$ cat src/rtl/imu_fgp_pkg.sv
// shared types and constants for the imu frame group parser
`default_nettype none

package imu_fgp_pkg;

   localparam int FramesPerGroupDefault = 3;

   localparam logic [7:0] HeaderByteReset = 8'h55;
   localparam logic [7:0] TypeAccel = 8'h51;
   localparam logic [7:0] TypeGyro = 8'h52;
   localparam logic [7:0] TypeAngle = 8'h53;

   // byte positions inside one frame
   localparam logic [3:0] PosHeader = 4'd0;
   localparam logic [3:0] PosType = 4'd1;
   localparam logic [3:0] PosPayloadFirst = 4'd2;
   localparam logic [3:0] PosPayloadLast = 4'd7;
   localparam logic [3:0] PosCheck = 4'd10;

   localparam int PayloadBytes = 6;
   localparam int SampleWords = 9;

   // word slots in the held sample set
   localparam int IdxAccelX = 0;
   localparam int IdxAccelY = 1;
   localparam int IdxAccelZ = 2;
   localparam int IdxGyroX = 3;
   localparam int IdxGyroY = 4;
   localparam int IdxGyroZ = 5;
   localparam int IdxRoll = 6;
   localparam int IdxPitch = 7;
   localparam int IdxYaw = 8;

   // register map
   localparam int CsrAddrWidth = 3;
   localparam logic [0:0] RegHeaderByte = 1'b0;

   typedef enum logic [1:0] {
      STATUS_GOOD = 2'd0,
      STATUS_INCOMPLETE = 2'd1,
      STATUS_LOST = 2'd2
   } status_type;

   typedef struct packed {
      logic [SampleWords-1:0][15:0] samples;
      status_type status;
   } result_type;

endpackage

`default_nettype wire

$ cat src/rtl/imu_fgp_csr.sv
// register port holding the frame header byte
`default_nettype none

module imu_fgp_csr
   import imu_fgp_pkg::*;
(
   input  wire logic                    clock,
   input  wire logic                    reset,
   input  wire logic                    csr_psel,
   input  wire logic                    csr_penable,
   input  wire logic                    csr_pwrite,
   input  wire logic [CsrAddrWidth-1:0] csr_paddr,
   input  wire logic [31:0]             csr_pwdata,
   output logic [31:0]                  csr_prdata,
   output logic                         csr_pready,
   output logic [7:0]                   header_byte
);

   logic [7:0] header_ff;
   logic [7:0] header_in;
   logic       wr_en;
   logic       hit;

   assign csr_pready = 1'b1;
   assign hit = (csr_paddr[CsrAddrWidth-1:2] == RegHeaderByte);
   assign wr_en = csr_psel && csr_penable && csr_pwrite && csr_pready && hit;

   always_comb begin
      header_in = header_ff;
      if (wr_en) begin
         header_in = csr_pwdata[7:0];
      end
   end

   always_ff @(posedge clock) begin
      if (reset) begin
         header_ff <= HeaderByteReset;
      end else begin
         header_ff <= header_in;
      end
   end

   always_comb begin
      csr_prdata = 32'd0;
      if (hit) begin
         csr_prdata = {24'd0, header_ff};
      end
   end

   assign header_byte = header_ff;

endmodule

`default_nettype wire

$ cat src/rtl/imu_fgp_core.sv
// input register, frame parsing state, held samples and result register
`default_nettype none

module imu_fgp_core
   import imu_fgp_pkg::*;
#(
   parameter int FRAMES_PER_GROUP = FramesPerGroupDefault
)
(
   input  wire logic       clock,
   input  wire logic       reset,
   input  wire logic [7:0] header_byte,
   input  wire logic       req_valid,
   output logic            req_stall,
   input  wire logic [7:0] req_data_byte,
   output logic            rsp_valid,
   input  wire logic       rsp_stall,
   output result_type      rsp_result
);

   localparam logic [1:0] GroupLen = 2'(FRAMES_PER_GROUP);

   // input register
   logic       in_valid_ff;
   logic       in_valid_in;
   logic [7:0] byte_ff;
   logic       advance;

   // parsing state
   logic                           hunting_ff, hunting_in;
   logic [3:0]                     pos_ff, pos_in;
   logic [1:0]                     frame_ff, frame_in;
   logic [7:0]                     sum_ff, sum_in;
   logic [7:0]                     type_ff, type_in;
   logic [PayloadBytes-1:0][7:0]   payload_ff, payload_in;
   logic [1:0]                     good_ff, good_in;
   logic [SampleWords-1:0][15:0]   held_ff, held_in;
   logic [2:0]                     pay_idx;
   logic [2:0][15:0]               words;
   logic                           check_ok;

   // result
   logic       res_emit;
   status_type res_status;
   logic       rsp_valid_ff, rsp_valid_in;
   result_type rsp_result_ff;

   assign advance = in_valid_ff && (!rsp_valid_ff || !rsp_stall);
   assign req_stall = in_valid_ff && !advance;
   assign in_valid_in = req_stall ? in_valid_ff : req_valid;

   always_ff @(posedge clock) begin
      if (reset) begin
         in_valid_ff <= 1'b0;
      end else begin
         in_valid_ff <= in_valid_in;
      end
   end

   always_ff @(posedge clock) begin
      if (req_valid && !req_stall) begin
         byte_ff <= req_data_byte;
      end
   end

   assign pay_idx = 3'(pos_ff - PosPayloadFirst);
   assign check_ok = (sum_ff == byte_ff);

   always_comb begin
      for (int i = 0; i < 3; i++) begin
         words[i] = {payload_ff[2*i+1], payload_ff[2*i]};
      end
   end

   always_comb begin
      hunting_in = hunting_ff;
      pos_in = pos_ff;
      frame_in = frame_ff;
      sum_in = sum_ff;
      type_in = type_ff;
      payload_in = payload_ff;
      good_in = good_ff;
      held_in = held_ff;
      res_emit = 1'b0;
      res_status = STATUS_GOOD;
      if (hunting_ff) begin
         if (byte_ff == header_byte) begin
            hunting_in = 1'b0;
            pos_in = PosType;
            frame_in = 2'd0;
            sum_in = byte_ff;
            good_in = 2'd0;
         end
      end else if (pos_ff == PosHeader) begin
         if (byte_ff != header_byte) begin
            hunting_in = 1'b1;
            res_emit = 1'b1;
            res_status = STATUS_LOST;
         end else begin
            sum_in = byte_ff;
            pos_in = PosType;
         end
      end else if (pos_ff < PosCheck) begin
         if (pos_ff == PosType) begin
            type_in = byte_ff;
         end else if (pos_ff <= PosPayloadLast) begin
            payload_in[pay_idx] = byte_ff;
         end
         sum_in = sum_ff + byte_ff;
         pos_in = pos_ff + 4'd1;
      end else begin
         // checksum byte closes the frame
         case (type_ff)
            TypeAccel: begin
               if (check_ok) begin
                  held_in[IdxAccelX] = words[0];
                  held_in[IdxAccelY] = words[1];
                  held_in[IdxAccelZ] = words[2];
                  good_in = good_ff + 2'd1;
               end
            end
            TypeGyro: begin
               if (check_ok) begin
                  held_in[IdxGyroX] = words[0];
                  held_in[IdxGyroY] = words[1];
                  held_in[IdxGyroZ] = words[2];
                  good_in = good_ff + 2'd1;
               end
            end
            TypeAngle: begin
               if (check_ok) begin
                  held_in[IdxRoll] = words[0];
                  held_in[IdxPitch] = words[1];
                  held_in[IdxYaw] = words[2];
                  good_in = good_ff + 2'd1;
               end
            end
            default: begin
               good_in = 2'd0;
            end
         endcase
         pos_in = PosHeader;
         frame_in = frame_ff + 2'd1;
         if (frame_in >= GroupLen) begin
            hunting_in = 1'b1;
            frame_in = 2'd0;
            res_emit = 1'b1;
            res_status = (good_in == GroupLen) ? STATUS_GOOD : STATUS_INCOMPLETE;
         end
      end
   end

   always_ff @(posedge clock) begin
      if (reset) begin
         hunting_ff <= 1'b1;
         pos_ff <= PosHeader;
         frame_ff <= 2'd0;
         sum_ff <= 8'd0;
         type_ff <= 8'd0;
         good_ff <= 2'd0;
         held_ff <= '0;
      end else if (advance) begin
         hunting_ff <= hunting_in;
         pos_ff <= pos_in;
         frame_ff <= frame_in;
         sum_ff <= sum_in;
         type_ff <= type_in;
         good_ff <= good_in;
         held_ff <= held_in;
      end
   end

   always_ff @(posedge clock) begin
      if (advance) begin
         payload_ff <= payload_in;
      end
   end

   // result register
   always_comb begin
      rsp_valid_in = rsp_valid_ff;
      if (advance && res_emit) begin
         rsp_valid_in = 1'b1;
      end else if (!rsp_stall) begin
         rsp_valid_in = 1'b0;
      end
   end

   always_ff @(posedge clock) begin
      if (reset) begin
         rsp_valid_ff <= 1'b0;
      end else begin
         rsp_valid_ff <= rsp_valid_in;
      end
   end

   always_ff @(posedge clock) begin
      if (advance && res_emit) begin
         rsp_result_ff.samples <= held_in;
         rsp_result_ff.status <= res_status;
      end
   end

   assign rsp_valid = rsp_valid_ff;
   assign rsp_result = rsp_result_ff;

`ifndef SYNTHESIS
   assert property (@(posedge clock) disable iff (reset)
      hunting_ff |-> !res_emit)
      else $error("result raised while hunting");

   assert property (@(posedge clock) disable iff (reset)
      !hunting_ff |-> (pos_ff <= PosCheck && frame_ff < GroupLen))
      else $error("frame position out of range");

   assert property (@(posedge clock) disable iff (reset)
      good_ff <= GroupLen)
      else $error("good count exceeds group length");

   assert property (@(posedge clock) disable iff (reset)
      (advance && res_emit) |=> rsp_valid_ff)
      else $error("emitted result not registered");

   assert property (@(posedge clock) disable iff (reset)
      (rsp_valid_ff && rsp_stall) |-> !(advance && !hunting_ff && pos_ff == PosCheck))
      else $error("frame closed while result register blocked");
`endif

endmodule

`default_nettype wire

$ cat src/rtl/imu_frame_group_parser.sv
// top level of the imu frame group parser
//
//   channel  direction  handshake            payload
//   req      in         req_valid/req_stall  req_data_byte
//   rsp      out        rsp_valid/rsp_stall  nine held sample words, rsp_group_status
//   csr      in         apb style            header byte at address 0
//
// one byte per cycle while req is not stalled; a byte passes the input register and the
// parsing logic, and the byte that closes a group or loses the header loads the result register.
// reset returns to hunting with all held samples zero and header byte 0x55.
// a stalled result register holds the parsing stage, which then stalls req.
// FRAMES_PER_GROUP ranges from 1 to 3.
`default_nettype none

module imu_frame_group_parser
   import imu_fgp_pkg::*;
#(
   parameter int FRAMES_PER_GROUP = FramesPerGroupDefault
)
(
   input  wire logic                    clock,
   input  wire logic                    reset,
   input  wire logic                    req_valid,
   output logic                         req_stall,
   input  wire logic [7:0]              req_data_byte,
   output logic                         rsp_valid,
   input  wire logic                    rsp_stall,
   output logic signed [15:0]           rsp_accel_x,
   output logic signed [15:0]           rsp_accel_y,
   output logic signed [15:0]           rsp_accel_z,
   output logic signed [15:0]           rsp_gyro_x,
   output logic signed [15:0]           rsp_gyro_y,
   output logic signed [15:0]           rsp_gyro_z,
   output logic signed [15:0]           rsp_roll_angle,
   output logic signed [15:0]           rsp_pitch_angle,
   output logic signed [15:0]           rsp_yaw_angle,
   output logic [1:0]                   rsp_group_status,
   input  wire logic                    csr_psel,
   input  wire logic                    csr_penable,
   input  wire logic                    csr_pwrite,
   input  wire logic [CsrAddrWidth-1:0] csr_paddr,
   input  wire logic [31:0]             csr_pwdata,
   output logic [31:0]                  csr_prdata,
   output logic                         csr_pready
);

   logic [7:0] header_byte;
   result_type result;

   imu_fgp_csr u_csr (
      .clock       (clock),
      .reset       (reset),
      .csr_psel    (csr_psel),
      .csr_penable (csr_penable),
      .csr_pwrite  (csr_pwrite),
      .csr_paddr   (csr_paddr),
      .csr_pwdata  (csr_pwdata),
      .csr_prdata  (csr_prdata),
      .csr_pready  (csr_pready),
      .header_byte (header_byte)
   );

   imu_fgp_core #(
      .FRAMES_PER_GROUP (FRAMES_PER_GROUP)
   ) u_core (
      .clock         (clock),
      .reset         (reset),
      .header_byte   (header_byte),
      .req_valid     (req_valid),
      .req_stall     (req_stall),
      .req_data_byte (req_data_byte),
      .rsp_valid     (rsp_valid),
      .rsp_stall     (rsp_stall),
      .rsp_result    (result)
   );

   assign rsp_accel_x = signed'(result.samples[IdxAccelX]);
   assign rsp_accel_y = signed'(result.samples[IdxAccelY]);
   assign rsp_accel_z = signed'(result.samples[IdxAccelZ]);
   assign rsp_gyro_x = signed'(result.samples[IdxGyroX]);
   assign rsp_gyro_y = signed'(result.samples[IdxGyroY]);
   assign rsp_gyro_z = signed'(result.samples[IdxGyroZ]);
   assign rsp_roll_angle = signed'(result.samples[IdxRoll]);
   assign rsp_pitch_angle = signed'(result.samples[IdxPitch]);
   assign rsp_yaw_angle = signed'(result.samples[IdxYaw]);
   assign rsp_group_status = result.status;

endmodule

`default_nettype wire

$ cat config.mk
export PLATFORM = sky130hd
export DESIGN_NAME = imu_frame_group_parser
export DESIGN_NICKNAME = d
export VERILOG_FILES = /design/src/rtl/imu_fgp_pkg.sv /design/src/rtl/imu_fgp_csr.sv /design/src/rtl/imu_fgp_core.sv /design/src/rtl/imu_frame_group_parser.sv
export SDC_FILE = /design/constraint.sdc
export NUM_CORES = 1
export LEC_CHECK = 0
export ABC_AREA = 0
export BUFFER_PORTS_ARGS = -buffer_cell sky130_fd_sc_hd__buf_2
export CORE_UTILIZATION = 43
export CTS_BUF_LIST = sky130_fd_sc_hd__clkbuf_4
export CTS_CLUSTER_DIAMETER = 60
export CTS_CLUSTER_SIZE = 25
export DETAILED_ROUTE_END_ITERATION = 6
export SLEW_MARGIN = 20
export SYNTH_ARGS = -nofsm -noshare
export SYNTH_HDL_FRONTEND = slang
export SYNTH_HIERARCHICAL = 1
export SYNTH_SLANG_ARGS = --single-unit
$ cat constraint.sdc
create_clock -name clock -period 12.1 [get_ports clock]
set_clock_uncertainty 0.15 [all_clocks]
set_input_delay 2.42 -clock clock [delete_from_list [all_inputs] [get_ports clock]]
set_output_delay 2.42 -clock clock [all_outputs]
set_load 0.02 [all_outputs]
==> results by stage <==
Timing:
- The pin slew with the least headroom to its limit is about 1100 ps.
- The final setup violation count is 0.
- The worst hold margin is roughly 310 ps.
- The share of the clock period used by the worst path after layout is 45.5%.
- The number of failing hold endpoints at the final stage came to 0.
- The number of pins with negative max-slew slack in the final report came to 0.
- The routed design could run at a clock period as short as about 5500 ps.
- The aggregate negative setup slack is 0 ps.
- The upper clock frequency limit is approximately 180 MHz.
- The headroom to the max-slew limit is ~27%.
- Setup repair after global routing left no endpoint under its margin.

Setup path:
- Along the worst path, the maximum fanout reaches 9.
- Data arrives at the worst endpoint at 2940 ps.
- The critical path's largest stage delay is about 220 ps.
- The cell repeated most along the worst path is sky130_fd_sc_hd__buf_2.
- The critical path contains buffers and inverters numbering 2 combined.
- The master of the slowest instance on the critical path is sky130_fd_sc_hd__and2b_2.
- The worst setup path is launched from a primary input.
- At the worst endpoint, the required time is about 9500 ps.
- The critical path goes through buf_2 -> and2b_2 -> buf_2.
- The endpoint class of the critical path is a primary output.
- The family of cells with the greatest summed delay on the critical path is buffers and inverters.
- The critical path class is primary input to primary output.

GRT:
- The remaining global-route overflow is 0.
- The met1 routing resource usage after global routing is a little over a quarter.
- Global routing used 2.43% of the available met3 tracks.
- The global-route met2 utilization is 30.9%.
- The number of global-route vias before repair came to roughly 9100.
- The first global-routing pass estimated 53000 um of wire.
- Global routing consumed, over all layers together, a little under a fifth of the routing resources.
- The busiest metal layer after global routing is met2.
- Entering global routing, the biggest net connects approximately 100 pins.
- The initial antenna violation count was 2.

Floorplanning:
- For this design the top-level I/O count stands at ~230.
- The initial utilization of the core area, before any placement, comes to 43.8%.
- The die outline width is around 190 um.
- The area of the die is around 0.036 mm2.
- The area of the placeable core is 0.0346 mm2.
- The row count is 68.
- The chip height is ~190 um.

Logic synthesis:
- After synthesis, the largest area contributor takes up between 30% and 40% of total cell area.
- Summed over all instances, the cell type with the most area after synthesis is sky130_fd_sc_hd__edfxtp_1.
- For this run, the register share of the synthesized area comes to a little under two thirds.
- Synthesis inferred about 380 register bits.
- The number of distinct standard cells referenced by the synthesized netlist is 57.
- In this run the cell area of the synthesized design comes to 0.0152 mm2.
- Of all flip-flops after synthesis, the portion carrying an async set or reset was 0%.
- The yosys synthesis warning count is 6.
- Synthesis handed over a netlist of between 1000 and 1500 instances.
- The most used flip-flop cell after synthesis is sky130_fd_sc_hd__edfxtp_1.
- The average size of a mapped cell is 11.8 um2.
- Yosys mapped a number of flops with a built-in enable equal to between 200 and 250.
- In the post-synthesis netlist, the biggest area contributors are sky130_fd_sc_hd__edfxtp_1, sky130_fd_sc_hd__dfxtp_1, sky130_fd_sc_hd__mux2_2.

Route:
- The number of violations reported at the end of detailed-routing iteration 0 is 759.
- The via count of the routed design is between 9000 and 10000.
- The number of iterations in the first detailed-routing pass is 6.
- In the routed design, unresolved DRC markers number 0.
- The count of nets left with antenna violations after detail routing is 0.
- Wires add up to 34800 um.
- In the final routed layout, each cell accounts on average for ~18 um.
- After detailed routing, the number of vias per cell comes to just over 5.

Pwr:
- The share of total power in sequential cells is between 60% and 70%.
- The power per standard cell area is 123 mW/mm2.
- In this run the static leakage power is approximately 5.5 nW.
- The worst-case vdd ir drop is 0.0000868 V.
- Per report_power, the clock group accounts for roughly a third of the total.
- The internal power of the cells totals between 1.5 and 2 mW.
- The relative contribution of combinational cells to total power is under 10%.
- In this run the power spent charging and discharging nets is 0.515 mW.
- Of the total power, the share spent switching nets is about a quarter.

Cells and area:
- In the final layout, the multi-input gates occupy 0.00503 mm2.
- The sequential cells in the finished layout cover a total of between 0.009 and 0.01 mm2.
- The final net count is approximately 1500.
- The proportion of layout cells with a drive suffix above 1 is about 27%.
- After the flow finishes, the layout carries non-filler instances totaling ~1900.
- The fill cell total of the finished layout is 3198.
- From synthesis to final layout, the design area changed by 11.0%.

Clock network:
- For the worst-skew pair, the clock arrives at the later sink with an insertion delay of slightly below 800 ps.
- The count of cells resized by post-cts repair is 0.
- In this run the number of H-tree levels came out at 1.
- In this run, post-CTS hold repair placed 0 buffers.
- The TritonCTS clock tree is done.
- In this run the deepest clock path goes through 3 buffers.
- After clock tree synthesis, the clock-pin slew on the worst setup and hold paths is between 150 and 200 ps.
- The post-CTS setup buffer count is 0.
- The number of buffers added by the clock tree synthesis step is 29.
- The root buffer selected by CTS is sky130_fd_sc_hd__clkbuf_4.
- The sink count of the clock tree is ~380.

Hold path:
- The min-delay analysis places its worst path in the category register to register.

Place:
- The count of buffers inserted at the top-level ports is around 180.
- The detailed placer's ending HPWL is approximately 20000 um.
- At the end of routability-driven placement, the weighted congestion stood at between 0.7 and 0.8.
- The number of cells after detailed placement is 1864.

Outcome:
- The flow ran to the end, and the final reports show no timing, DRC or antenna violations.

Run:
- The tool flagged a number of max-cap violations equal to 0.
## cell usage after synthesis, types with 3 or more instances
library cell and instances:
sky130_fd_sc_hd__mux2_2 128, sky130_fd_sc_hd__nor4_1 4, sky130_fd_sc_hd__nor4_4 3, sky130_fd_sc_hd__mux2i_1 18, sky130_fd_sc_hd__nand2b_1 10, sky130_fd_sc_hd__buf_4 41, sky130_fd_sc_hd__a311oi_1 6, sky130_fd_sc_hd__mux2_1 16
sky130_fd_sc_hd__a211oi_1 4, sky130_fd_sc_hd__xnor2_1 3, sky130_fd_sc_hd__nor2_1 41, sky130_fd_sc_hd__nor3b_1 3, sky130_fd_sc_hd__buf_2 16, sky130_fd_sc_hd__edfxtp_1 202, sky130_fd_sc_hd__nor3_1 7, sky130_fd_sc_hd__and2b_2 8
sky130_fd_sc_hd__nand2_1 319, sky130_fd_sc_hd__nor2b_1 4, sky130_fd_sc_hd__ha_1 10, sky130_fd_sc_hd__o21ai_0 6, sky130_fd_sc_hd__nand3_1 4, sky130_fd_sc_hd__and2_1 6, sky130_fd_sc_hd__dfxtp_1 179, sky130_fd_sc_hd__or3_1 3
sky130_fd_sc_hd__clkbuf_1 36, sky130_fd_sc_hd__inv_1 13, sky130_fd_sc_hd__xor2_1 9, sky130_fd_sc_hd__a21oi_1 153
## flip-flops by register name, summed over array words and instances (netlist names)
name and count:
u_core/byte_ff 8, u_core/frame_ff 2, u_core/good_ff 2, u_core/held_ff 144
u_core/hunting_ff 1, u_core/in_valid_ff 1, u_core/payload_ff 48, u_core/pos_ff 4
u_core/rsp_result 146, u_core/rsp_valid 1, u_core/sum_ff 8, u_core/type_ff 8
u_csr/header_byte 8
## per-layer routing
| layer | up-vias | part of all wire, % | routed length (um) |
|---|---|---|---|
| met5 | - | 0.037 | 13 |
| met4 | 2 | 2.1 | 716 |
| met3 | 51 | 4.2 | 1450 |
| met2 | 268 | 47 | 16200 |
| met1 | 4692 | 47 | 16400 |
| li1 | 4748 | - | - |
## worst reg2reg max path, cell delays in order (launching register included)
cell and delay, ps:
sky130_fd_sc_hd__edfxtp_1 850, sky130_fd_sc_hd__ha_1 420, sky130_fd_sc_hd__nor4_2 310, sky130_fd_sc_hd__nand3_2 280, sky130_fd_sc_hd__nor4_4 940, sky130_fd_sc_hd__and2_2 560, sky130_fd_sc_hd__buf_4 490, sky130_fd_sc_hd__nand2_1 150
sky130_fd_sc_hd__a21oi_1 150
## placed cells by master, fill, tap and decap left out, types with 12 or more instances in the layout
| cell | count |
|---|---|
| sky130_fd_sc_hd__nand2_1 | 316 |
| sky130_fd_sc_hd__edfxtp_1 | 202 |
| sky130_fd_sc_hd__dfxtp_1 | 179 |
| sky130_fd_sc_hd__buf_2 | 178 |
| sky130_fd_sc_hd__a21oi_1 | 153 |
| sky130_fd_sc_hd__mux2_2 | 128 |
| sky130_fd_sc_hd__nor2_1 | 41 |
| sky130_fd_sc_hd__clkbuf_4 | 30 |
| sky130_fd_sc_hd__conb_1 | 25 |
| sky130_fd_sc_hd__mux2i_1 | 18 |
| sky130_fd_sc_hd__mux2_1 | 16 |
| sky130_fd_sc_hd__buf_4 | 14 |
| sky130_fd_sc_hd__inv_1 | 12 |
## logic make-up (layout without fill, tap and decap cells)
group | Yosys count | in the layout | synth area share [%]
buffers and inverters | 108 | 260 | 3.92
AOI/OAI and AO/OA | 189 | 189 | 6.88
other | 2 | 26 | 0.0495
adders and majority gates | 11 | 11 | 0.956
DFF | 381 | 381 | 63.6
and+or+nand+nor | 423 | 423 | 12.0
xor gates and xnor gates | 12 | 12 | 0.693
muxes | 162 | 162 | 11.9
## stage by stage
stage,power [mW],util [%],setup WS [ps],instance area [um2]
after global placement,1.43,47.1,6580,16300
after CTS,2.10,48.6,6590,16800
final,2.07,48.7,6590,16800
after global routing,2.15,48.7,6560,16800
after detailed placement,1.43,47.1,6510,16300
after floorplan,1.42,-,5520,15300
## power groups by stage
stage	registers (mW)	logic, mW	clock network (mW)
floorplan	1.38	0.0331	0
CTS	1.36	0.0409	0.694
detailed placement	1.39	0.0408	0
global route	1.36	0.0447	0.741
global placement	1.39	0.0406	0
finish	1.36	0.0408	0.669
## final cells by class
class	count	share of cell area [%]
Clock inverter	24	1.85
Clock buffer	30	1.34
Antenna cell	1	0.0149
Timing Repair Buffer	193	5.98
Sequential cell	381	57.3
Multi-Input combinational cell	822	29.8
Inverter	13	0.319
Tap cell	455	3.38
## path summary, 6_finish.rpt
path,cells after the start,to,slack (ps),start
min reg2reg,2,u_core/held_ff[121],310,u_core/held_ff[121]
min,2,u_core/held_ff[121],310,u_core/held_ff[121]
max reg2reg,8,u_core/held_ff[36],7780,u_core/byte_ff[5]
max,3,csr_prdata[7],6590,csr_paddr[2]
(Power assumes the default switching activity.)
